### src/sv/wrt_pkg.sv
// Package for the weighted route table lookup block.
// Holds the request kind codes, field widths, LFSR seed and LFSR step function.
// No dependencies.
package wrt_pkg;

  localparam int KindW = 2;
  localparam int LinkIdxW = 3;
  localparam int VnetW = 2;
  localparam int DestW = 64;
  localparam int WeightW = 8;
  localparam int CfgW = 4;
  localparam int LfsrW = 16;

  localparam logic [KindW-1:0] KindRouteWrite = 2'd0;
  localparam logic [KindW-1:0] KindWeightWrite = 2'd1;
  localparam logic [KindW-1:0] KindLookup = 2'd2;

  localparam logic [LfsrW-1:0] LfsrSeed = 16'hACE1;

  // Taps x^16 + x^14 + x^13 + x^11 + 1, shifting right.
  function automatic logic [LfsrW-1:0] lfsr_next(input logic [LfsrW-1:0] s);
    logic fb;
    fb = s[0] ^ s[2] ^ s[3] ^ s[5];
    return {fb, s[LfsrW-1:1]};
  endfunction

endpackage

### src/sv/weighted_route_table_lookup.sv
// A write does not make the block busy; a lookup on an unknown virtual network answers in the
// next cycle. A lookup scans the links twice through the shared read ports, first for the least
// weight and then for the links that carry it, decides, reduces the LFSR modulo the set size
// when the vnet is unordered, then walks the links to the chosen one. Busy is high until the
// result is shown, and the next request is taken while the result is shown. Reset clears both
// tables while busy is high.
module weighted_route_table_lookup
  import wrt_pkg::*;
#(
  parameter int NUM_LINKS = 8,
  parameter int NUM_VNETS = 4,
  parameter int NUM_DESTS = 64
) (
  input  logic                clk_i,
  input  logic                rst_ni,
  input  logic                start,
  output logic                busy,
  input  logic [KindW-1:0]    kind_i,
  input  logic [LinkIdxW-1:0] link_index_i,
  input  logic [VnetW-1:0]    vnet_i,
  input  logic [DestW-1:0]    dest_mask_i,
  input  logic [WeightW-1:0]  weight_i,
  input  logic                cfg_valid_i,
  output logic                cfg_ready_o,
  input  logic [CfgW-1:0]     cfg_data_i,
  output logic                done_o,
  output logic [LinkIdxW-1:0] link_o,
  output logic                no_route_o
);

  localparam int LkW = NUM_LINKS > 1 ? $clog2(NUM_LINKS) : 1;
  localparam int VnW = NUM_VNETS > 1 ? $clog2(NUM_VNETS) : 1;
  localparam int AW = LkW + VnW;
  localparam int RouteDepth = 2 ** AW;
  localparam int WeightDepth = 2 ** LkW;
  localparam int CntW = $clog2(NUM_LINKS + 1);
  localparam int StepW = $clog2(LfsrW);
  localparam logic [DestW-1:0] DestBits = {DestW{1'b1}} >> (DestW - NUM_DESTS);
  localparam logic [WeightW:0] MinInit = {1'b1, {WeightW{1'b0}}};
  localparam logic [CntW-1:0] LastCnt = CntW'(NUM_LINKS);

  localparam logic [2:0] StIdle = 3'd0;
  localparam logic [2:0] StClear = 3'd1;
  localparam logic [2:0] StPass1 = 3'd2;
  localparam logic [2:0] StPass2 = 3'd3;
  localparam logic [2:0] StDecide = 3'd4;
  localparam logic [2:0] StMod = 3'd5;
  localparam logic [2:0] StPick = 3'd6;

  logic [2:0]          state_q, state_d;
  logic [AW-1:0]       clr_q, clr_d;
  logic [CntW-1:0]     cnt_q, cnt_d;
  logic [StepW-1:0]    step_q, step_d;
  logic [LfsrW-1:0]    lfsr_q, lfsr_d;
  logic [CfgW-1:0]     ordered_q, ordered_d;
  logic                done_q, done_d;
  logic [VnW-1:0]      vnet_q, vnet_d;
  logic [DestW-1:0]    dmask_q, dmask_d;
  logic [NUM_LINKS-1:0] cand_q, cand_d;
  logic [NUM_LINKS-1:0] set_q, set_d;
  logic [WeightW:0]    min_q, min_d;
  logic [CntW-1:0]     count_q, count_d;
  logic [CntW-1:0]     pick_q, pick_d;
  logic [CntW:0]       rem_q, rem_d;
  logic [LfsrW-1:0]    div_q, div_d;
  logic [LinkIdxW-1:0] link_q, link_d;
  logic                nor_q, nor_d;

  logic                accept;
  logic                link_ok;
  logic                vnet_ok;
  logic [LkW-1:0]      link_ext;
  logic [VnW-1:0]      vnet_ext;
  logic [LkW-1:0]      prev_idx;
  logic [LkW-1:0]      cur_idx;
  logic                clearing;
  logic                rt_we;
  logic [AW-1:0]       rt_waddr;
  logic [DestW-1:0]    rt_wdata;
  logic [DestW-1:0]    rt_rdata;
  logic                wt_we;
  logic [LkW-1:0]      wt_waddr;
  logic [WeightW-1:0]  wt_wdata;
  logic [WeightW-1:0]  wt_rdata;
  logic                cand;
  logic                w_lt;
  logic                w_eq;
  logic [CntW:0]       rem_sh;
  logic [LfsrW-1:0]    lfsr_adv;

  assign busy = state_q != StIdle;
  assign cfg_ready_o = 1'b1;
  assign accept = start && !busy;
  assign link_ext = LkW'(link_index_i);
  assign vnet_ext = VnW'(vnet_i);
  assign link_ok = 32'(link_index_i) < NUM_LINKS;
  assign vnet_ok = 32'(vnet_i) < NUM_VNETS;
  assign prev_idx = LkW'(cnt_q - CntW'(1));
  assign cur_idx = cnt_q[LkW-1:0];
  assign clearing = state_q == StClear;

  assign rt_we = clearing || (accept && kind_i == KindRouteWrite && link_ok && vnet_ok);
  assign rt_waddr = clearing ? clr_q : {vnet_ext, link_ext};
  assign rt_wdata = clearing ? '0 : (dest_mask_i & DestBits);
  assign wt_we = clearing || (accept && kind_i == KindWeightWrite && link_ok);
  assign wt_waddr = clearing ? clr_q[LkW-1:0] : link_ext;
  assign wt_wdata = clearing ? '0 : weight_i;

  wrt_ram #(
    .Width(DestW),
    .Depth(RouteDepth)
  ) u_route_ram (
    .clk_i  (clk_i),
    .we_i   (rt_we),
    .waddr_i(rt_waddr),
    .wdata_i(rt_wdata),
    .raddr_i({vnet_q, cur_idx}),
    .rdata_o(rt_rdata)
  );

  wrt_ram #(
    .Width(WeightW),
    .Depth(WeightDepth)
  ) u_weight_ram (
    .clk_i  (clk_i),
    .we_i   (wt_we),
    .waddr_i(wt_waddr),
    .wdata_i(wt_wdata),
    .raddr_i(cur_idx),
    .rdata_o(wt_rdata)
  );

  // Both scans share the read ports: a less-than weight compare first, then an equality one.
  assign cand = |(rt_rdata & dmask_q);
  assign w_lt = {1'b0, wt_rdata} < min_q;
  assign w_eq = {1'b0, wt_rdata} == min_q;
  assign rem_sh = {rem_q[CntW-1:0], div_q[LfsrW-1]};
  assign lfsr_adv = lfsr_next(lfsr_q);

  always_comb begin
    state_d = state_q;
    clr_d = clr_q;
    cnt_d = cnt_q;
    step_d = step_q;
    lfsr_d = lfsr_q;
    ordered_d = cfg_valid_i ? cfg_data_i : ordered_q;
    done_d = 1'b0;
    vnet_d = vnet_q;
    dmask_d = dmask_q;
    cand_d = cand_q;
    set_d = set_q;
    min_d = min_q;
    count_d = count_q;
    pick_d = pick_q;
    rem_d = rem_q;
    div_d = div_q;
    link_d = link_q;
    nor_d = nor_q;
    unique case (state_q)
      StIdle: begin
        if (accept && kind_i == KindLookup) begin
          if (!vnet_ok) begin
            done_d = 1'b1;
            link_d = '0;
            nor_d = 1'b1;
          end else begin
            vnet_d = vnet_ext;
            dmask_d = dest_mask_i & DestBits;
            cnt_d = '0;
            cand_d = '0;
            set_d = '0;
            min_d = MinInit;
            count_d = '0;
            state_d = StPass1;
          end
        end
      end
      StClear: begin
        clr_d = clr_q + AW'(1);
        if (clr_q == AW'(RouteDepth - 1)) begin
          state_d = StIdle;
        end
      end
      StPass1: begin
        cnt_d = cnt_q + CntW'(1);
        if (cnt_q != '0 && cand) begin
          cand_d[prev_idx] = 1'b1;
          if (w_lt) begin
            min_d = {1'b0, wt_rdata};
          end
        end
        if (cnt_q == LastCnt) begin
          cnt_d = '0;
          state_d = StPass2;
        end
      end
      StPass2: begin
        cnt_d = cnt_q + CntW'(1);
        if (cnt_q != '0 && cand_q[prev_idx] && w_eq) begin
          set_d[prev_idx] = 1'b1;
          count_d = count_q + CntW'(1);
        end
        if (cnt_q == LastCnt) begin
          cnt_d = '0;
          state_d = StDecide;
        end
      end
      StDecide: begin
        pick_d = '0;
        cnt_d = '0;
        if (count_q == '0) begin
          done_d = 1'b1;
          link_d = '0;
          nor_d = 1'b1;
          state_d = StIdle;
        end else if (ordered_q[vnet_q]) begin
          state_d = StPick;
        end else begin
          lfsr_d = lfsr_adv;
          div_d = lfsr_adv;
          rem_d = '0;
          step_d = '0;
          state_d = StMod;
        end
      end
      StMod: begin
        div_d = {div_q[LfsrW-2:0], 1'b0};
        step_d = step_q + StepW'(1);
        if (rem_sh >= {1'b0, count_q}) begin
          rem_d = rem_sh - {1'b0, count_q};
        end else begin
          rem_d = rem_sh;
        end
        if (step_q == StepW'(LfsrW - 1)) begin
          pick_d = rem_d[CntW-1:0];
          state_d = StPick;
        end
      end
      StPick: begin
        cnt_d = cnt_q + CntW'(1);
        if (cnt_q >= LastCnt) begin
          done_d = 1'b1;
          link_d = '0;
          nor_d = 1'b1;
          state_d = StIdle;
        end else if (set_q[cur_idx]) begin
          if (pick_q == '0) begin
            done_d = 1'b1;
            link_d = LinkIdxW'(cur_idx);
            nor_d = 1'b0;
            state_d = StIdle;
          end else begin
            pick_d = pick_q - CntW'(1);
          end
        end
      end
      default: begin
        state_d = StIdle;
      end
    endcase
  end

  always_ff @(posedge clk_i or negedge rst_ni) begin
    if (!rst_ni) begin
      state_q <= StClear;
      clr_q <= '0;
      cnt_q <= '0;
      step_q <= '0;
      lfsr_q <= LfsrSeed;
      ordered_q <= '0;
      done_q <= 1'b0;
    end else begin
      state_q <= state_d;
      clr_q <= clr_d;
      cnt_q <= cnt_d;
      step_q <= step_d;
      lfsr_q <= lfsr_d;
      ordered_q <= ordered_d;
      done_q <= done_d;
    end
  end

  always_ff @(posedge clk_i) begin
    vnet_q <= vnet_d;
    dmask_q <= dmask_d;
    cand_q <= cand_d;
    set_q <= set_d;
    min_q <= min_d;
    count_q <= count_d;
    pick_q <= pick_d;
    rem_q <= rem_d;
    div_q <= div_d;
    link_q <= link_d;
    nor_q <= nor_d;
  end

  assign done_o = done_q;
  assign link_o = link_q;
  assign no_route_o = nor_q;

endmodule

### src/sv/wrt_ram.sv
// Generic single-write, single-read RAM with a registered read port.
// Used for the route mask and link weight stores. No dependencies.
module wrt_ram #(
  parameter int Width = 8,
  parameter int Depth = 8
) (
  input  logic                                  clk_i,
  input  logic                                  we_i,
  input  logic [(Depth > 1 ? $clog2(Depth) : 1)-1:0] waddr_i,
  input  logic [Width-1:0]                      wdata_i,
  input  logic [(Depth > 1 ? $clog2(Depth) : 1)-1:0] raddr_i,
  output logic [Width-1:0]                      rdata_o
);

  logic [Width-1:0] mem_q [Depth];

  always_ff @(posedge clk_i) begin
    if (we_i) begin
      mem_q[waddr_i] <= wdata_i;
    end
    rdata_o <= mem_q[raddr_i];
  end

endmodule

### config.mk
export PLATFORM = sky130hd
export DESIGN_NAME = weighted_route_table_lookup
export DESIGN_NICKNAME = d
export VERILOG_FILES = /design/src/sv/wrt_pkg.sv /design/src/sv/weighted_route_table_lookup.sv /design/src/sv/wrt_ram.sv
export SDC_FILE = /design/constraint.sdc
export NUM_CORES = 2
export LEC_CHECK = 0
export BUFFER_PORTS_ARGS = -buffer_cell sky130_fd_sc_hd__buf_4
export CAP_MARGIN = 20
export CORE_UTILIZATION = 55
export CTS_BUF_LIST = sky130_fd_sc_hd__clkbuf_8 sky130_fd_sc_hd__clkbuf_16
export DETAILED_ROUTE_END_ITERATION = 8
export PLACE_DENSITY = 0.71
export SLEW_MARGIN = 10
export SYNTH_ARGS = -nofsm -noshare
export SYNTH_HDL_FRONTEND = slang
export SYNTH_SLANG_ARGS = --single-unit
### constraint.sdc
create_clock -name clk_i -period 8.9 [get_ports clk_i]
set_clock_uncertainty 0.1 [all_clocks]
set_input_delay 0.445 -clock clk_i [delete_from_list [all_inputs] [get_ports clk_i]]
set_output_delay 0.445 -clock clk_i [all_outputs]
set_load 0.02 [all_outputs]
== Word-level counts from Yosys, hierarchy flattened ==
Memories as Yosys holds them, arrays and structs flattened. A register that Yosys moved wholly into a read port is not among the register bits.
Cells that the tools add are included.

* Register bits: 160
* RAM bits: 2112
* Input bits: 87
* Output and inout bits: 7
* Word-level logic and storage cells: 176
* Memories kept: 2

{| class="wikitable"
|+ Memory list
! name !! depth !! bits a word !! rd ports !! clocked after memory_dff !! wr ports !! line !! source
|-
| u_route_ram.mem_q || 32 || 64 || 1 || 1 || 1 || wrt_ram.sv:15 || <nowiki>logic [Width-1:0] mem_q [Depth];</nowiki>
|-
| u_weight_ram.mem_q || 8 || 8 || 1 || 1 || 1 || wrt_ram.sv:15 ||
|}

* Add/sub/neg operators: 7
* Order comparisons: 7
* Eq/ne operators: 28
* Multiplexer cells: 71
* Bitwise operators: 8
* Reductions and logical operators: 35

{| class="wikitable"
|+ Operators by type and width
! kind !! number
|-
| $and A64 B64 Y64 || 1
|-
| $mux W64 || 1
|-
| $reduce_or A64 Y1 || 1
|-
| $mux W4 || 12
|-
| $mux W3 || 14
|-
| $mux W16 || 2
|-
| $mux W8 || 4
|-
| $pmux W16 S2 || 1
|-
| $pmux W8 S2 || 2
|-
| $mux W9 || 3
|-
| $ne A2 B2 Y1 const B || 13
|-
| $pmux W4 S2 || 3
|-
| $pmux W3 S7 || 1
|-
| $pmux W9 S2 || 1
|-
| $mux W1 || 16
|-
| $or A8 B8 Y8 || 2
|-
| $pmux W4 S4 || 1
|-
| $add A4 B1 Y4 const B || 3
|-
| $pmux W4 S3 || 1
|-
| $reduce_and A3 Y1 || 4
|-
| $eq A3 B3 Y1 const B || 3
|-
| $eq A8 B9 Y1 || 1
|-
| $lt A8 B9 Y1 || 1
|-
| $eq A4 B4 Y1 const B || 2
|-
| other kinds (39) || 63
|}

== Depth between registers and ports, before layout ==
* Word-level depth: 8
* Mapped depth: 13

== Hierarchy ==
From an unflattened synthesis, not the netlist that was laid out.

* Cells, all modules: 3841
* Area, all modules: 89284.4 µm²

{| class="wikitable"
|+ By module, submodules not included
! module !! instances !! cells each !! area an instance (µm²) !! seq. area each (µm²)
|-
| wrt_ram at u_route_ram || 1 || 3096 || 78964.5 || 62780.2
|-
| weighted_route_table_lookup || 1 || 631 || 7628.6 || 4630.7
|-
| wrt_ram at u_weight_ram || 1 || 114 || 2691.3 || 2082.0
|}

== Least setup slack after synthesis ==
OpenSTA, ideal clock, no wires.

* Path kind: reg-to-reg
* Start: register state_q[0]
* End: memory u_route_ram.mem_q[11][0] in the netlist's numbering (enable)
* Setup time: 487 ps
* Data arrival time: 4474 ps
* Required time: 8313 ps
* Path slack: 3839 ps
* Stages on the path, launching flop included: 8
* Path buffers: 2
* Path through: dfstp_2 -> buf_4 -> inv_2 -> nor3_2 -> mux2i_1 -> or3_1 -> clkbuf_1 -> nor2_1

* Word-level cells in the longest chain between the ends: 7
* Elaborated cells on any way between the ends: 9

{| class="wikitable"
|+ RTL lines
! what !! line !! source
|-
| from (decl) || weighted_route_table_lookup.sv:50 || <nowiki>logic [2:0] state_q, state_d;</nowiki>
|-
| from (signal assigned) || weighted_route_table_lookup.sv:265 || <nowiki>state_q <= StClear;</nowiki>
|-
| from (signal assigned) || weighted_route_table_lookup.sv:273 || <nowiki>state_q <= state_d;</nowiki>
|-
| $reduce_bool A3 Y1 || weighted_route_table_lookup.sv:91 || <nowiki>assign busy = state_q != StIdle;</nowiki>
|-
| $logic_not A1 Y1 || weighted_route_table_lookup.sv:93 || <nowiki>assign accept = start && !busy;</nowiki>
|-
| $logic_and A1 B1 Y1 || weighted_route_table_lookup.sv:93 ||
|-
| $logic_and A1 B1 Y1 || weighted_route_table_lookup.sv:102 || <nowiki>assign rt_we = clearing || (accept && kind_i == KindRouteWrite && link_ok && vnet_ok);</nowiki>
|-
| $logic_or A1 B1 Y1 || weighted_route_table_lookup.sv:102 ||
|-
| $mux W1 || wrt_ram.sv:18 || <nowiki>if (we_i) begin</nowiki>
|-
| $mux W1 (not written as such) || wrt_ram.sv:19 || <nowiki>mem_q[waddr_i] <= wdata_i;</nowiki>
|-
| to (decl) || wrt_ram.sv:15 ||
|}

Parallel ways exist; a longest one is shown, timed or not.

== Final worst setup path ==
* Start: register state_q[0]
* End: memory u_route_ram.mem_q[9][25] in the netlist's numbering (enable)

Same word-level chain as after synthesis.

==> results.py <==
metrics = {
    "critical_path": {
        "slowest_stage": "nor2_4",
        "worst_r2r_startpoint": "state_q[0]",
        "crit_type": "reg2reg",
        "slowest_delay_ps": 980,
        "cp.required_ps": 9270,
        "critPathLaunchType": "flip-flop",
        "cp_num_buf_inv": 2,
        "path_max_fanout": 43,
        "arrival_ps": 5700,
        "cp-end-kind": "flip-flop",
        "path_cells": "inv_2, nor3_2, mux2i_1, nand2_1, nor2_4, buf_4",
        "cp-startpoint": "state_q[0]",
        "crit_family": "simple AND/OR/NAND/NOR gates",
    },
    "clock_network": {
        "root_buffer": "clkbuf_16",
        "cts.clk_slew.worst_paths_ps": 60,
        "cts_max_path_buffers": 3,
        "cts_buffers": 221,
        "clkSinkCount": 2344,
        "cts_tree": "built",
        "cts_max_level": 4,
        "clock_latency_ps": 860,
    },
    "hold_path": {
        "hp-start": "dest_mask_i[23]",
        "hold_class": "in2reg",
    },
    "timing": {
        "tightestPinTransition_ps": 1260,
        "setup_viol": 0,
        "setup_tns_ps": 0,
        "rsz0062_at_grt": "no",
        "relSlewSlack": 0.161,
        "max_freq_mhz": 188,
        "finalCritPeriodShare": 0.599,
        "hold_violations": 0,
        "slew_viol_final": 0,
        "post-route-min-period_ps": 5330,
    },
    "synthesis": {
        "synthTopCellsByCount": "edfxtp_1 (2235), mux4_2 (505), nor2_1 (270)",
        "synth_area_per_cell_um2": 21.1,
        "synth-adder-area-share": 0.00302,
        "synthesis.area_um2": 89600,
        "synth_compound_area_frac": 0.0245,
        "synth.most_common_cell": "edfxtp_1",
        "ys_seq_elements": 2344,
        "yosys_warnings": 0,
        "seq_area_frac_synth": 0.776,
        "post_synth_num_cell_types": 62,
        "synth_mux_area_frac": 0.149,
        "synth_top_family_by_area": "multiplexers",
        "yosysTopAreaCellShare": 0.749,
        "synth_area_leaders": "edfxtp_1 (75%), mux4_2 (13%), dfxtp_1 (1.6%)",
        "syn-num-nets": 4361,
        "synth_top_area_cell": "edfxtp_1",
        "synth_edf_count": 2235,
        "synth-simple-area-share": 0.0317,
        "async_flop_share": 0.0158,
        "postSynthCellCount": 4253,
        "synth-xor-area-share": 0.00156,
        "synth_flop_cell": "edfxtp_1",
    },
    "floorplanning": {
        "die_x_um": 406,
        "die_h_um": 406,
        "pin_count": 94,
        "core_area_um2": 161000,
        "initial_core_util": 0.556,
        "die_area_um2": 165000,
        "rows": 147,
    },
    "finish": {
        "final_cell_area_um2": 102000,
        "fin_nets": 4678,
        "layout-drive-gt1-share": 0.253,
        "syn2layout_area_growth_pct": 13.5,
        "final_core_util": 0.631,
    },
    "detailed_routing": {
        "first_pass_iters": 6,
        "routed_wl_mm": 220,
        "wl_per_cell_um": 31.8,
        "vias": 44500,
        "first_iter_violations": 6109,
        "vias_per_cell": 6.43,
        "remaining_drc_errors": 0,
        "ant_nets": 0,
    },
    "power": {
        "ir_worst_vdd_v": 0.000281,
        "leakage_nw": 33.2,
        "power_density_nw_per_um2": 302,
    },
    "grt": {
        "antenna_found_initial": 10,
        "grt_pass1_wl_mm": 312,
        "grt_overflow_total": 0,
        "grt_pass1_vias": 43500,
        "grtUsageTotal": 0.271,
        "grt_start_max_net_pins": 110,
    },
    "status": {
        "status": "complete, no violations",
    },
    "placed_design": {
        "place_congestion": 0.846,
        "dp_hpwl_mm": 125,
        "placedInstanceArea_um2": 93100,
        "numPortBuffers": 92,
    },
    "flow_run": {
        "maxCapViolCount": 0,
    },
}
## path summary, 6_finish.rpt
| path | to | cells past startpoint | slack (ps) |
|---|---|---|---|
| setup / recovery | u_route_ram.mem_q[9][25] | 6 | 3570 |
| hold / removal | dmask_q[23] | 2 | 200 |
| setup reg to reg | u_route_ram.mem_q[9][25] | 6 | 3570 |
| hold reg to reg | div_q[12] | 2 | 410 |
| max in group asynchronous | cnt_q[1] | 4 | 7810 |
| min in group asynchronous | cnt_q[2] | 3 | 450 |
## metal layers
| metal | track usage | vias up | routed length (um) |
|---|---|---|---|
| met5 | 0 | - | 27 |
| met3 | 0.0810 | 340 | 25700 |
| li1 | - | 18200 | - |
| met4 | 0.0764 | 4 | 5680 |
| met1 | 0.386 | 23500 | 86900 |
| met2 | 0.409 | 2567 | 102000 |
## report_power, final
group | internal, mW | switching, mW
clock | 5.24 | 4.04
sequential | 13.2 | 0.394
combinational | 3.15 | 4.65
total | 21.6 | 9.09
## layout make-up
cell class | instances | area [um^2]
Sequential cell | 2344 | 69500
Fill cell | 10700 | 59400
Multi-Input combinational cell | 1660 | 19100
Clock buffer | 241 | 5850
Timing Repair Buffer | 316 | 3060
Tap cell | 2160 | 2700
Clock inverter | 180 | 1390
Inverter | 27 | 104
Antenna cell | 3 | 7.51
## worst register-to-register path, stage by stage (launching register included)
cell	delay (ps)
dfstp_2	650
inv_2	120
nor3_2	690
mux2i_1	740
nand2_1	750
nor2_4	980
buf_4	810
## through the flow
stage	setup slack [ps]	cells	power [mW]	hold slack, ps
after global placement	3690	6389	21.3	348
final	3570	6931	30.7	205
after global routing	3400	6930	31.7	191
after CTS	3510	6903	30.7	153
after detailed placement	3550	6397	21.5	351
after floorplan	3840	4253	18.9	49.4
## placed cells by master (no fill, tap or decap), types with 18 or more instances in the layout
master | Yosys | layout
edfxtp_1 | 2235 | 2235
mux4_2 | 505 | 505
nor2_1 | 270 | 235
clkbuf_16 | 0 | 225
nand2_1 | 194 | 193
buf_4 | 47 | 191
mux2i_1 | 119 | 119
dlygate4sd3_1 | 0 | 84
and2_1 | 85 | 81
inv_1 | 24 | 75
dfxtp_1 | 72 | 72
mux2_2 | 69 | 69
o22ai_1 | 59 | 59
clkinv_2 | 0 | 53
clkinv_1 | 1 | 40
a211oi_1 | 40 | 39
a221oi_1 | 36 | 36
nor2_4 | 0 | 35
a22o_1 | 32 | 32
a21oi_1 | 27 | 27
dfrtp_1 | 28 | 25
ha_1 | 20 | 20
and3_1 | 19 | 19
buf_8 | 3 | 19
o221ai_1 | 18 | 18
bufinv_16 | 0 | 18
## timing repair
item,CTS,global route
resized for setup,0,0
setup endpoints to repair,0,0
hold buffers,85,0
hold endpoints to repair,183,0
setup buffers,0,0
## state kept, by name, indices dropped and copies added (netlist names), 2 cells and up
name / flops
cnt_q: 4
dmask_q: 64
u_route_ram.mem_q: 2048
u_weight_ram.mem_q: 64
u_route_ram.rdata_o: 64
state_q: 3
lfsr_q: 16
count_q: 4
step_q: 4
cand_q: 8
ordered_q: 4
vnet_q: 2
set_q: 8
link_o: 3
pick_q: 4
clr_q: 5
u_weight_ram.rdata_o: 8
div_q: 16
min_q: 9
rem_q: 4
## cells by family (layout without fill, tap and decap cells)
logic type	after synthesis	after routing
xor gates and xnor gates	16	16
buffers and inverters	249	764
DFF	2344	2344
and+or+nand+nor	638	638
AOI/OAI and AO/OA	291	291
other	1	4
adders and majority gates	21	21
muxes	693	693
(Power assumes the default switching activity.)
